===== src/hw/rtl/assert_macros.svh =====
// ----------------------------------------------------------------------------
// Assertion macros for the RTL, included by learning_switch_forward_table_core.
// ----------------------------------------------------------------------------
`ifndef ASSERT_MACROS_SVH
`define ASSERT_MACROS_SVH

// Property checked at every rising edge of i_clk, ignored while i_rst_n is low.
`define LSFT_ASSERT(lbl, prop, msg) \
    lbl: assert property (@(posedge i_clk) disable iff (!i_rst_n) (prop)) \
        else $error(msg);

// Property checked at every rising edge of i_clk, also during reset.
`define LSFT_ASSERT_ALWAYS(lbl, prop, msg) \
    lbl: assert property (@(posedge i_clk) (prop)) else $error(msg);

`endif


===== src/hw/rtl/lsft_pkg.sv =====
// ----------------------------------------------------------------------------
// lsft_pkg
// Types, sizes and helper functions of the learning switch forwarding table.
// ----------------------------------------------------------------------------
package lsft_pkg;

    localparam int TABLE_ENTRIES = 128;
    localparam int PORT_COUNT    = 8;

    localparam int IDX_W   = $clog2(TABLE_ENTRIES);
    localparam int CNT_W   = $clog2(TABLE_ENTRIES + 1);
    localparam int ADDR_W  = 8;
    localparam int PORT_W  = 3;
    localparam int MASK_W  = 8;
    localparam int CFG_W   = 4;
    localparam int ENTRY_W = ADDR_W + PORT_W;

    localparam logic [CFG_W-1:0] ACTIVE_PORTS_RESET = CFG_W'(8);

    typedef enum logic [1:0] {
        ST_IDLE,
        ST_SCAN,
        ST_DONE
    } t_state;

    // Flood to every active port except the arrival port. The active count
    // saturates at the number of ports the switch has.
    function automatic logic [MASK_W-1:0] flood_mask(input logic [CFG_W-1:0] act,
                                                     input logic [PORT_W-1:0] port);
        logic [MASK_W-1:0] m;
        int                n;
        n = (int'(act) > PORT_COUNT) ? PORT_COUNT : int'(act);
        for (int k = 0; k < MASK_W; k++) begin
            m[k] = (k < n) && (k != int'(port));
        end
        return m;
    endfunction

endpackage


===== src/hw/rtl/learning_switch_forward_table_core.sv =====
// ----------------------------------------------------------------------------
// learning_switch_forward_table_core
// A word is taken when start is high and busy is low. A miss reads every valid entry before
// o_valid strobes; a hit stops further reads once it has been recorded. The result flags and
// the port mask are registered from the finishing state.
// The next word is taken at the edge that ends the strobe cycle; the receiver cannot stall.
// Reset (synchronous, active low) empties the table and sets the active port count to 8.
// ----------------------------------------------------------------------------
module learning_switch_forward_table_core
    import lsft_pkg::*;
(
    input  logic              i_clk,
    input  logic              i_rst_n,
    // Configuration: active port count.
    input  logic              i_cfg_we,
    input  logic [CFG_W-1:0]  i_cfg_wdata,
    // Command side.
    input  logic              start,
    output logic              busy,
    input  logic [ADDR_W-1:0] i_src_addr,
    input  logic [ADDR_W-1:0] i_dst_addr,
    input  logic [PORT_W-1:0] i_in_port,
    // Result side, a one-cycle o_valid strobe per word.
    output logic              o_valid,
    output logic [MASK_W-1:0] o_port_mask,
    output logic              o_hit,
    output logic              o_learned,
    output logic              o_table_full
);

`include "assert_macros.svh"

    // Entries are only ever added, always into the lowest free slot, so the
    // valid entries always form the prefix 0 .. fill-1. A fill count thus
    // stands in for the per-entry valid bits: entry i is valid when i < fill,
    // the first free entry is fill itself, and the table is full when fill
    // reaches TABLE_ENTRIES.

    t_state              r_state, n_state;
    logic [CNT_W-1:0]    r_fill, n_fill;
    logic [CNT_W-1:0]    r_idx, n_idx;
    logic                r_cmp, n_cmp;
    logic                r_hit, n_hit;
    logic                r_present, n_present;
    logic [PORT_W-1:0]   r_hit_port, n_hit_port;
    logic [CFG_W-1:0]    r_active_ports;

    // Latched header of the word in progress.
    logic [ADDR_W-1:0]   r_src, r_dst;
    logic [PORT_W-1:0]   r_in_port;

    // Result registers.
    logic                r_out_valid, n_out_valid;
    logic [MASK_W-1:0]   r_out_mask, n_out_mask;
    logic                r_out_hit, n_out_hit;
    logic                r_out_learned, n_out_learned;
    logic                r_out_full, n_out_full;

    // RAM access.
    logic                rd_en;
    logic                wr_en;
    logic [ENTRY_W-1:0]  rd_data;
    logic [ADDR_W-1:0]   rd_addr_f;
    logic [PORT_W-1:0]   rd_port_f;

    logic                accept;
    logic                scan_done;
    logic                tbl_full;
    logic                need_learn;

    assign accept     = start && (r_state == ST_IDLE);
    assign tbl_full   = (r_fill == CNT_W'(TABLE_ENTRIES));
    assign need_learn = !r_hit && !r_present;

    // A read is issued for each valid entry until a hit is known. The compare
    // stage works in the cycle after the read because of the RAM read register, so
    // the scan is finished once no compare is pending and either a hit is
    // recorded or the last valid entry has been read.
    assign rd_en     = (r_state == ST_SCAN) && (r_idx != r_fill) && !r_hit;
    assign scan_done = !r_cmp && (r_hit || (r_idx == r_fill));
    assign wr_en     = (r_state == ST_DONE) && need_learn && !tbl_full;

    assign rd_addr_f = rd_data[ENTRY_W-1:PORT_W];
    assign rd_port_f = rd_data[PORT_W-1:0];

    lsft_ram #(
        .WIDTH (ENTRY_W),
        .DEPTH (TABLE_ENTRIES)
    ) u_table (
        .i_clk   (i_clk),
        .i_we    (wr_en),
        .i_waddr (r_fill[IDX_W-1:0]),
        .i_wdata ({r_src, r_in_port}),
        .i_re    (rd_en),
        .i_raddr (r_idx[IDX_W-1:0]),
        .o_rdata (rd_data)
    );

    // Next state.
    always_comb begin
        n_state = r_state;
        case (r_state)
            ST_IDLE: begin
                if (start) begin
                    n_state = ST_SCAN;
                end
            end
            ST_SCAN: begin
                if (scan_done) begin
                    n_state = ST_DONE;
                end
            end
            ST_DONE: begin
                n_state = ST_IDLE;
            end
            default: begin
                n_state = ST_IDLE;
            end
        endcase
    end

    // Datapath and outputs.
    always_comb begin
        n_idx         = r_idx;
        n_cmp         = rd_en;
        n_hit         = r_hit;
        n_present     = r_present;
        n_hit_port    = r_hit_port;
        n_fill        = r_fill;
        n_out_valid   = 1'b0;
        n_out_mask    = r_out_mask;
        n_out_hit     = r_out_hit;
        n_out_learned = r_out_learned;
        n_out_full    = r_out_full;
        case (r_state)
            ST_IDLE: begin
                n_idx     = '0;
                n_hit     = 1'b0;
                n_present = 1'b0;
            end
            ST_SCAN: begin
                if (rd_en) begin
                    n_idx = r_idx + CNT_W'(1);
                end
                if (r_cmp) begin
                    // Only the first matching entry gives the port.
                    if (!r_hit && (rd_addr_f == r_dst)) begin
                        n_hit      = 1'b1;
                        n_hit_port = rd_port_f;
                    end
                    if (rd_addr_f == r_src) begin
                        n_present = 1'b1;
                    end
                end
            end
            ST_DONE: begin
                n_out_valid   = 1'b1;
                n_out_hit     = r_hit;
                n_out_mask    = r_hit ? (MASK_W'(1) << r_hit_port)
                                      : flood_mask(r_active_ports, r_in_port);
                n_out_learned = need_learn && !tbl_full;
                n_out_full    = need_learn && tbl_full;
                if (wr_en) begin
                    n_fill = r_fill + CNT_W'(1);
                end
            end
            default: begin
                n_cmp = 1'b0;
            end
        endcase
    end

    // Control registers.
    always_ff @(posedge i_clk) begin
        if (!i_rst_n) begin
            r_state        <= ST_IDLE;
            r_fill         <= '0;
            r_cmp          <= 1'b0;
            r_out_valid    <= 1'b0;
            r_active_ports <= ACTIVE_PORTS_RESET;
        end else begin
            r_state     <= n_state;
            r_fill      <= n_fill;
            r_cmp       <= n_cmp;
            r_out_valid <= n_out_valid;
            if (i_cfg_we) begin
                r_active_ports <= i_cfg_wdata;
            end
        end
    end

    // Payload registers.
    always_ff @(posedge i_clk) begin
        r_idx         <= n_idx;
        r_hit         <= n_hit;
        r_present     <= n_present;
        r_hit_port    <= n_hit_port;
        r_out_mask    <= n_out_mask;
        r_out_hit     <= n_out_hit;
        r_out_learned <= n_out_learned;
        r_out_full    <= n_out_full;
        if (accept) begin
            r_src     <= i_src_addr;
            r_dst     <= i_dst_addr;
            r_in_port <= i_in_port;
        end
    end

    assign busy         = (r_state != ST_IDLE);
    assign o_valid      = r_out_valid;
    assign o_port_mask  = r_out_mask;
    assign o_hit        = r_out_hit;
    assign o_learned    = r_out_learned;
    assign o_table_full = r_out_full;

    // The fill count never runs past the table size.
    `LSFT_ASSERT(a_fill_range, r_fill <= CNT_W'(TABLE_ENTRIES), "fill count overflow")
    // A result strobe always follows the finishing state.
    `LSFT_ASSERT(a_valid_after_done, o_valid |-> $past(r_state == ST_DONE), "stray result strobe")
    // A hit never learns and never reports a full table.
    `LSFT_ASSERT(a_hit_excl, o_valid |-> !(o_hit && (o_learned || o_table_full)), "hit flags clash")
    // Learning adds exactly one entry.
    `LSFT_ASSERT(a_learn, o_valid && o_learned |-> r_fill == $past(r_fill) + CNT_W'(1), "bad fill")
    // An accepted word starts a table scan.
    `LSFT_ASSERT(a_start_scan, (start && !busy) |=> (r_state == ST_SCAN), "scan not started")

endmodule


===== src/hw/rtl/lsft_ram.sv =====
// ----------------------------------------------------------------------------
// lsft_ram
// Simple dual-port RAM: one write port, one read port with registered data.
// ----------------------------------------------------------------------------
module lsft_ram #(
    parameter int WIDTH = 8,
    parameter int DEPTH = 16
) (
    input  logic                     i_clk,
    input  logic                     i_we,
    input  logic [$clog2(DEPTH)-1:0] i_waddr,
    input  logic [WIDTH-1:0]         i_wdata,
    input  logic                     i_re,
    input  logic [$clog2(DEPTH)-1:0] i_raddr,
    output logic [WIDTH-1:0]         o_rdata
);

    logic [WIDTH-1:0] r_mem [DEPTH];
    logic [WIDTH-1:0] r_rdata;

    always_ff @(posedge i_clk) begin
        if (i_we) begin
            r_mem[i_waddr] <= i_wdata;
        end
        if (i_re) begin
            r_rdata <= r_mem[i_raddr];
        end
    end

    assign o_rdata = r_rdata;

endmodule

===== config.mk =====
export PLATFORM = sky130hd
export DESIGN_NAME = learning_switch_forward_table_core
export DESIGN_NICKNAME = d
export VERILOG_FILES = /design/src/hw/rtl/lsft_pkg.sv /design/src/hw/rtl/learning_switch_forward_table_core.sv /design/src/hw/rtl/lsft_ram.sv
export VERILOG_INCLUDE_DIRS = /design/src /design/src/hw/rtl
export SDC_FILE = /design/constraint.sdc
export NUM_CORES = 2
export LEC_CHECK = 0
export BUFFER_PORTS_ARGS = -buffer_cell sky130_fd_sc_hd__buf_2
export CAP_MARGIN = 10
export CORE_MARGIN = 2
export CORE_UTILIZATION = 63
export DETAILED_ROUTE_END_ITERATION = 10
export GPL_TIMING_DRIVEN = 0
export PLACE_DENSITY = 0.79
export SYNTH_ARGS = -nofsm -noshare
export SYNTH_HDL_FRONTEND = slang
export SYNTH_SLANG_ARGS = --single-unit

===== constraint.sdc =====
create_clock -name i_clk -period 8.33 [get_ports i_clk]
set_input_delay 2.0825 -clock i_clk [delete_from_list [all_inputs] [get_ports i_clk]]
set_output_delay 2.0825 -clock i_clk [all_outputs]
set_load 0.02 [all_outputs]

# ---- Yosys cells after proc, flatten, opt, wreduce, memory -nomap -nowiden
# Memory sizes are Yosys's and may differ from the RTL's. A register that Yosys moved wholly into a read port is not among the register bits.
# Cells that the tools add are included.
dict set report op_classes {
  n_addsub 2
  order_cmp 9
  eq_ne 20
  n_shift 1
  n_mux 16
  reduce_logical 35
}
# op n
set ops {}
lappend ops {{equality test 8 bit} 3}
lappend ops {{logical AND 1 bit} 18}
lappend ops {{adder 8 x 1 -> 8 bit (second input constant)} 2}
lappend ops {{< comparator 3 x 4 -> 1 bit (first input constant)} 4}
lappend ops {{two-way mux 8 bit} 2}
lappend ops {{case mux 8 bit (2 select lines)} 1}
lappend ops {{inequality test 3 bit (first input constant)} 4}
lappend ops {{AND reduction 3 bit} 3}
lappend ops {{equality test 8 bit (second input constant)} 1}
lappend ops {{< comparator 1 x 4 -> 1 bit (first input constant)} 2}
lappend ops {{< comparator 2 x 4 -> 1 bit (first input constant)} 2}
lappend ops {{inequality test 2 bit (second input constant)} 4}
lappend ops {{inequality test 8 bit} 1}
lappend ops {{AND reduction 2 bit} 4}
lappend ops {{<< shifter 1 x 3 -> 8 bit (first input constant)} 1}
lappend ops {{two-way mux 1 bit} 7}
lappend ops {{inequality test 2 x 3 -> 1 bit (first input constant)} 2}
lappend ops {{> comparator 4 bit (second input constant)} 1}
lappend ops {{logical NOT 1 bit} 4}
lappend ops {{two-way mux 2 bit} 2}
lappend ops {{two-way mux 4 bit} 1}
lappend ops {{inequality test 2 x 1 -> 1 bit (second input constant)} 2}
lappend ops {{case mux 1 bit (2 select lines)} 2}
lappend ops {{case mux 2 bit (2 select lines)} 1}
lappend ops {{8 further kinds} 9}
dict set report word_totals {
  reg_bits 59
  ram_bits 1408
  input_bits 27
  out_inout_bits 13
  word_cells 100
  memories 1
}
# name words width rd rd_clocked_by_memory_dff wr line_no
set memory_table {}
lappend memory_table {u_table.r_mem 128 11 1 1 1 lsft_ram.sv:18} ;# logic [WIDTH-1:0] r_mem [DEPTH];

# ---- Logic depth before layout (Yosys ltp)
dict set report logic_depth {
  ltp_word 6
  depth_mapped 11
  depth_no_buf 6
}

# ---- Cells and area by module
# A second synthesis with hierarchy kept.
dict set report hier_totals {
  hier_cells 2401
  area_unflattened_um2 57066.0
}
# module n_inst cells_each area_each_um2 seq_area_each_um2
set modules_own_cells {}
lappend modules_own_cells {lsft_ram 1 2178 54333.4 42610.9}
lappend modules_own_cells {learning_switch_forward_table_core 1 223 2732.6 1611.5}

# ---- Worst setup path after synthesis
# OpenSTA, ideal clock, no wires.
dict set report synth_path {
  path_kind {input-to-reg}
  startpoint {in start}
  endpoint {reg r_dst[0], enable pin}
  setup_time_ns 0.395
  arrival_time_ns 2.938
  t_required_ns 7.935
  path_slack_ns 4.998
  path_stages 2
  n_path_buf 0
  cell_sequence {inv_1 nor2_1}
}
dict set report synth_between {
  elab_chain_len 1
}
# item line_no
set synth_lines {}
lappend synth_lines {{start: declaration} learning_switch_forward_table_core.sv:18} ;# input logic start,
lappend synth_lines {{logical AND 1 bit} learning_switch_forward_table_core.sv:71} ;# assign accept = start && (r_state == ST_IDLE);
lappend synth_lines {{via accept} learning_switch_forward_table_core.sv:66} ;# logic accept;
lappend synth_lines {{end signal: assignment} learning_switch_forward_table_core.sv:204} ;# r_dst <= i_dst_addr;
lappend synth_lines {{end: declaration} learning_switch_forward_table_core.sv:49} ;# logic [ADDR_W-1:0] r_src, r_dst;
# The timed path passes the listed nets, and every way through them passes these cells.
# A chain may end at the register's enable or synchronous reset.

# ---- Worst setup path in the final report
dict set report layout_path {
  startpoint {reg r_hit}
  endpoint {mem u_table.r_mem[43][2] in the netlist's numbering, enable pin}
}
dict set report layout_between {
  elab_chain_len 6
}
# item line_no
set layout_lines {}
lappend layout_lines {{start: declaration} learning_switch_forward_table_core.sv:43} ;# logic r_hit, n_hit;
lappend layout_lines {{start signal: assignment} learning_switch_forward_table_core.sv:195} ;# r_hit <= n_hit;
lappend layout_lines {{logical NOT 1 bit} learning_switch_forward_table_core.sv:73} ;# assign need_learn = !r_hit && !r_present;
lappend layout_lines {{logical AND 1 bit} learning_switch_forward_table_core.sv:73}
lappend layout_lines {{logical AND 1 bit (2 in a row)} learning_switch_forward_table_core.sv:81} ;# assign wr_en = (r_state == ST_DONE) && need_learn && !tbl_full;
lappend layout_lines {{two-way mux 1 bit} lsft_ram.sv:22} ;# if (i_we) begin
lappend layout_lines {{two-way mux 1 bit (implied by the code)} lsft_ram.sv:23} ;# r_mem[i_waddr] <= i_wdata;
lappend layout_lines {{end: declaration} lsft_ram.sv:18}
# No other way between the ends.

==> results.yml <==
clock_tree:
  postCtsHoldBufs: 0
  clk_pin_slew_worst_paths_ns: 0.06
  clock_sinks: 1478
  clkLatencyLatePin_ns: 0.76
  numCtsBuffers: 143
  cts_resized: 0
  root_buffer: "clkbuf_16"
  post-cts-setup-buffers: 0
  cts_tree: "yes"
  cts_htree_levels: 4
  clockBufferDepth: 3
floorplanning:
  start_util_pct: 63.7
  num_rows: 110
  die_w_microns: 306
  core_sq_mm: 0.0903
  io_pins: 40
  die_h_microns: 306
  die-area_sq_mm: 0.0937
sta:
  max_slew_margin_pct: -6.77
  final_max_slew_viol_count: 44
  fin_crit_sh_pct: 57.4
  hold_viol_final: 0
  setup_viol_count_final: 0
  rsz0062_at_grt: "false"
  tightestPinTransition_ns: 1.60
  finalCriticalPeriod_ns: 4.78
  skew_ns: 0.0262
  timing.final.ws_setup_ns: 3.55
  clock.fmax_mhz: 209
  finalSetupTns_ns: 0
synth:
  async_reset_ff_share_pct: 0
  synth_top_family_by_area: "multiplexers"
  synth_edf_count: 1462
  ys_seq_area_share_pct: 76.9
  synth_top_area_share_pct: 76.4
  synth-xor-area-share_pct: 0.548
  synth.avg_cell_area_sq_um: 20.5
  synthAdderAreaFrac_pct: 0.0653
  ys_types: 66
  synthCells: 2806
  synthTopCellsByArea: "edfxtp_1, mux4_2, mux2i_1"
  synth_warnings: 0
  syn-num-nets: 2836
  synth_mux_area_share_pct: 14.1
  synth_top_area_cell: "edfxtp_1"
  synthesis.area_sq_mm: 0.0575
  synth-seq-cells: 1478
  synth_flop_cell: "edfxtp_1"
  synth_compound_area_share_pct: 4.17
  synthSimpleGateAreaFrac_pct: 2.50
route:
  antenna_left: 0
  dr.first_iter.drc_count: 7121
  wl_microns: 179000
  via_per_inst: 7.60
  routedWlPerCell_microns: 40.9
  post-route-drc-count: 0
  num_vias: 33100
  dr.pass1.iters: 10
outcome:
  status: "complete, but fails checks"
  violations: "max-capacitance violations, max-slew violations"
placement:
  io_buffers: 38
  hpwl_microns: 112000
  pre_cts_ws_ns: 4.01
  gp_congestion: 1.09
power_and_ir_drop:
  power.leakage_nw: 20.7
  power.density_mw_per_mm2: 304
  ir_worst_vdd_uv: 198
worst_setup_path:
  setup.worst_path.end_class: "flop"
  crit_path_start_kind: "flop"
  critPathMaxFanout: 11
  r2r-start: "r_hit"
  critPathKind: "reg2reg"
  crit_arrival_ns: 5.14
  crit_required_ns: 8.69
  startpoint: "r_hit"
final_layout:
  layout.nets: 3103
  drive_gt1_share_pct: 22.3
  syn_to_final_growth_pct: 13.8
  fill_cells: 4917
run:
  drv_cap: 5
global_routing:
  grt_pass1_wl_microns: 245000
  grt_usage_pct: 38.6
  antenna_found_initial: 15
  grt_max_degree: 37
  overflow: 0
  grt_pass1_vias: 31900
hold_path:
  hold_path.class: "reg2reg"
  min-delay-start: "u_table.o_rdata[0]"
==> cells in the final DEF, fill, tap and decap left out, types with 15 or more instances in the layout <==
cell type / instances
buf_16: 49
nand3_1: 19
a21oi_1: 47
buf_4: 47
nor2b_1: 20
mux2i_1: 231
edfxtp_1: 1462
mux4_2: 256
clkinv_1: 20
o22ai_1: 21
buf_2: 79
o221ai_1: 36
clkbuf_1: 80
nor2_1: 152
dfxtp_1: 16
buf_6: 33
a22oi_1: 57
a221oi_1: 22
a22o_1: 25
clkbuf_16: 147
clkinv_2: 32
xor2_1: 22
and2_1: 15
nand2_1: 57
a211oi_1: 28
==> report_power, final <==
group	internal, mW	total, mW	leakage, nW	switching (mW)
registers	8.34	8.41	13.3	0.0664
logic	1.68	5.03	5.20	3.36
clock network	3.61	6.42	2.22	2.81
total	13.6	19.9	20.7	6.23
==> sequential cells by signal (all words and copies together), names as in the netlist <==
signal and count:
o_learned 1, u_table.o_rdata 11, o_table_full 1, r_src 8, r_dst 8, o_valid 1
r_present 1, o_port_mask 8, r_state 2, r_idx 8, r_hit_port 3, r_in_port 3
o_hit 1, r_fill 8, r_cmp 1, r_active_ports 4, r_hit 1, u_table.r_mem 1408
==> cell usage after synthesis, types with 3 or more instances <==
library cell	instances
a2111oi_2	6
or2_2	6
buf_4	31
dfxtp_1	16
a221o_1	4
nor3b_1	3
buf_2	41
clkbuf_1	58
nor2b_1	20
a311oi_1	3
nand3_1	19
xnor2_1	14
nand4_1	5
nand2_1	57
a22oi_1	57
o2111ai_1	3
nor2_1	153
a211oi_1	32
xor2_1	22
inv_1	10
and2_1	15
a2111oi_0	3
o221ai_1	36
a221oi_1	22
buf_6	21
ha_1	3
o32a_1	10
nor4_1	5
mux2i_1	231
a21oi_1	47
buf_1	8
o32ai_1	6
nand2b_1	7
edfxtp_1	1462
a31oi_1	11
o22ai_1	21
nand3b_1	4
o21ai_0	14
o22a_1	4
mux4_2	256
a22o_1	25
nor3_1	6
==> cell families after synthesis <==
family,count (synthesis)
multiplexers,489
XOR/XNOR,36
adder cells (fa/ha/maj),3
buffers and inverters,173
AND/OR/NAND/NOR,311
AO/OA/AOI/OAI,316
flip-flops,1478
==> per-layer routing <==
layer	part of all wire, %	track usage (%)
met1	31	49.3
met2	43	55.1
met3	18	16.9
met4	7.5	23.2
met5	0.083	0.465
==> final timing paths <==
check	slack [ns]	end	cells after the start
worst max-delay path	3.55	u_table.r_mem[43][2]	6
worst min-delay path	0.43	r_hit_port[0]	0
worst max register to register	3.55	u_table.r_mem[43][2]	6
worst min register to register	0.43	r_hit_port[0]	0
==> area by class of cell <==
cell class	instances	area (sq um)	area share, %
plain buffers	160	938	1.43
diodes	5	12.5	0.0191
clock inverters	78	697	1.07
clock buffers	175	3830	5.86
well taps	1176	1470	2.25
multi-input cells	1155	12300	18.8
repair buffers	122	1900	2.91
inverters	13	48.8	0.0746
flip-flops and latches	1478	44200	67.6
==> critical path, cell delays in order (launching register included) <==
cell and delay [ns]:
edfxtp_1 0.57, nor4b_4 0.52, inv_1 0.08, a311oi_1 0.45
nand3_1 0.64, clkbuf_1 0.83, nor2_1 1.27
==> through the flow <==
| step | std cells | total power, mW | hold slack (ns) | cell area, sq um | util, % |
|---|---|---|---|---|---|
| 6_report | 4362 | 19.9 | 0.431 | 65400 | 72.5 |
| 5_1_grt | 4358 | 20.0 | 0.435 | 65400 | 72.5 |
| 4_1_cts | 4338 | 19.5 | 0.432 | 65200 | 72.2 |
| 3_5_place_dp | 4085 | 13.2 | 0.416 | 60700 | 67.2 |
| 3_3_place_gp | 4020 | 13.0 | 0.410 | 59200 | 65.5 |
| 2_1_floorplan | 2806 | 11.1 | 0.400 | 57500 | - |
Power figures use the tool's default switching activity.
